==> config.mk <==
export PLATFORM = sky130hd
export DESIGN_NAME = bcb_ram
export DESIGN_NICKNAME = d
export VERILOG_FILES = /design/src/rtl/bipartite_check_bfs_macros.svh /design/src/rtl/bcb_ram.sv
export SDC_FILE = /design/constraint.sdc
export NUM_CORES = 1
export LEC_CHECK = 0
export BUFFER_PORTS_ARGS = -buffer_cell sky130_fd_sc_hd__buf_2
export CAP_MARGIN = 0
export CORE_MARGIN = 5
export CORE_UTILIZATION = 30
export DETAILED_ROUTE_END_ITERATION = 7
export SYNTH_ARGS = -nofsm -noshare
export SYNTH_HDL_FRONTEND = slang
export SYNTH_SLANG_ARGS = --single-unit
export TNS_END_PERCENT = 10
==> constraint.sdc <==
create_clock -name clk -period 2.3 [get_ports clk]
set_input_delay 0.46 -clock clk [delete_from_list [all_inputs] [get_ports clk]]
set_output_delay 0.46 -clock clk [all_outputs]
set_load 0.05 [all_outputs]
==> src/rtl/bipartite_check_bfs_macros.svh <==
// assertion macros for the bipartite check block
`ifndef BIPARTITE_CHECK_BFS_MACROS_SVH
`define BIPARTITE_CHECK_BFS_MACROS_SVH

// implication checked on every rising clock edge outside reset
`define BCB_ASSERT_IMPL(label, clk_s, rst_s, ante, cons, msg) \
  label: assert property (@(posedge clk_s) disable iff (rst_s) (ante) |-> (cons)) \
    else $error(msg);

// next-cycle implication checked outside reset
`define BCB_ASSERT_NEXT(label, clk_s, rst_s, ante, cons, msg) \
  label: assert property (@(posedge clk_s) disable iff (rst_s) (ante) |=> (cons)) \
    else $error(msg);

`endif

==> src/rtl/bcb_ram.sv <==
// generic single-port-write ram with registered read
`default_nettype none
module bcb_ram #(
  parameter int WIDTH = 8,
  parameter int DEPTH = 16
) (
  input  wire logic                     clk,
  input  wire logic                     we,
  input  wire logic [$clog2(DEPTH)-1:0] waddr,
  input  wire logic [WIDTH-1:0]         wdata,
  input  wire logic [$clog2(DEPTH)-1:0] raddr,
  output logic      [WIDTH-1:0]         rdata
);
  logic [WIDTH-1:0] mem [DEPTH];

  always_ff @(posedge clk) begin
    if (we) begin
      mem[waddr] <= wdata;
    end
    rdata <= mem[raddr];
  end
endmodule
`default_nettype wire

==> metrics <==
DRT iter0 DRCs=254; synthesized instance count=229; initial antenna violation count=1; number of global-route vias before repair=2531; Power Total=5.692 mW; Core Rows=47; crit path launch=rdata[6]; RSZ-0062 raised after global routing=no; Synth Area in XOR/XNOR=0%; Critical Path Slowest Stage Cell=dfxtp_1; root buffer cell=clkbuf_16; CTS tree=yes; post-synth top area cell=edfxtp_1; Hold EP=mem[4][4]; crit end category=primary output; die area=0.01988 mm2; adder-cell area share of the yosys netlist=0%; CP Max Fanout=1; IO Pins=26; Yosys top cell area share=74.67%; Die Height=141.0 um; Worst Path Arrival=1.09 ns; Required @ worst endpoint=1.84 ns; DRC=0; setup violators final=0; routed length per instance=19.10 um; Layout Skew=0.01338 ns; Initial DRT Pass Iterations=4; syn avg cell area=22.48 um2; endpoints failing hold=0; Core Region=0.01670 mm2; most area-consuming cells after synthesis=edfxtp_1, mux4_2, mux4_1, dfxtp_1, a22oi_1; pwr dens=917.1 mW/mm2; f_max=0.6432 GHz; synth warn=0; Startpoint Class=flip-flop; synth unique cells=19; global-route usage over all layers=10.51%; post-CTS sizing=0; Crit path max-delay family=flip-flops; clock-pin slew on the worst setup and hold paths=0.06 ns; post-synthesis register bit count=136; fin nets=300; Clock Sink Count=136; Num CTS Buffers=17; Area Growth Syn to Fin=20.59%; Post-Route WL=9838 um; Min-Delay Path Depth=1; HP Class=in -> reg; share of post-route cells with drive strength above 1=31.19%; worst vdd ir=0.4802 mV; Starting Density=30.82%; GPL Wtd Cong=0.7246; Clock Latency Late Sink=0.41 ns; Rel. slew slack=49.10%; Post-DRT Antenna Nets=0; Total Neg Setup Slack=0 ns; most common cell after layout, fill and taps aside=edfxtp_1; total gr overflow=0; Critical R2R Launch=mem[1][5]; crit-path max cell delay=0.38 ns; period utilization=67.59%; slew of the pin with the lowest slew margin=0.7606 ns; max-cap violations=0; post-synthesis sequential area ratio=77.78%; Reg2Reg Setup Slack=0.95 ns; simple-gate share of the synthesized area=3.184%; leakage power=2.081 nW; Post-CTS Hold Buffers=0; post-synth design cell area=0.005147 mm2; mux cell area share after synthesis=15.02%; worst r2r dst=rdata[5]; global-route wire length before repair=15070 um; worst path bufs/invs=1; die width=141.0 um; minimum clock period=1.555 ns; Compound-Gate Fraction of Synth Area=2.333%; fill count=1540; worst hold start=wdata[4]; H-tree levels=4; cell depth of the worst flop-to-flop path=3; Vias/cell=4.682; Vias=2411; Syn Nets=247; largest net degree at the start of global routing=33; CP Class=reg -> out; ant diodes=0; detailed placement HPWL=6199 um; Longest Clk Path Bufs=2; most frequent cells in the layout=edfxtp_1, buf_2, mux4_2, clkbuf_16, buf_4; Pins Over Slew Limit=0; outcome=complete, no violations; largest family of logic cells by synthesized area=multiplexers; Setup Buffers After CTS=0; CP cell instances=buf_2; port bufs=25
## cell usage after synthesis (all sizes together)
| cell type | count |
|---|---|
| or3b | 1 |
| nor2b | 1 |
| dfxtp | 8 |
| edfxtp | 128 |
| mux4 | 32 |
| nand2 | 9 |
| a22oi | 16 |
| nor2 | 13 |
| and2b | 1 |
| nor3 | 4 |
| nand3 | 1 |
| buf | 7 |
| and2 | 1 |
| nand2b | 2 |
| nand3b | 2 |
| clkdlybuf4s25 | 3 |
## metrics by stage
| step | setup WS, ns | hold WS, ns | cell area, um2 | cells | util (%) |
|---|---|---|---|---|---|
| detailed placement | 0.3374 | 0.6606 | 5629 | 483 | 33.71 |
| global placement | 0.3332 | 0.6525 | 5629 | 483 | 33.71 |
| CTS | 0.7025 | 0.4226 | 6207 | 515 | 37.17 |
| global route | 0.7071 | 0.4262 | 6207 | 515 | 37.17 |
| floorplan | 0.3471 | 0.5589 | 5147 | 229 | - |
| finish | 0.7454 | 0.4284 | 6207 | 515 | 37.17 |
## registers in the layout (all words and copies together) (netlist names)
signal  count
mem       128
rdata       8
## logic make-up after synthesis
family                 after synthesis
buffers and inverters               10
and+or+nand+nor                     35
muxes                               32
AOI/OAI and AO/OA                   16
DFF                                136
## area by class of cell
cell class                      instances  area (um2)  share of cell area [%]
Clock buffer                           17       425.4                   6.853
Sequential cell                       136        4004                   64.50
Tap cell                              220       275.3                   4.435
Timing Repair Buffer                   44       292.8                   4.717
Clock inverter                         15       152.6                   2.459
Multi-Input combinational cell         83        1057                   17.03
## per-layer routing
layer,part of all wire (%),global-route usage [%],vias up
met5,0.071,0,-
met2,50,16.31,80
met1,41,13.74,1240
li1,-,-,1082
met4,0.78,3.213,2
met3,7.7,4.098,7
## report_power, final
part	internal, mW	total [mW]	switching [mW]	leakage [nW]
logic	0.112	0.308	0.197	0.581
clock network	1.60	2.60	1.00	0.277
registers	2.77	2.79	0.0165	1.22
## how the worst max path moves through the flow
stage | to | depth (start not counted)
finish | rdata[6] | 1
detailed placement | rdata[5] | 5
CTS | rdata[6] | 1
global route | rdata[6] | 1
floorplan | mem[0][0] | 2
global placement | rdata[5] | 5
(Power assumes the default switching activity.)
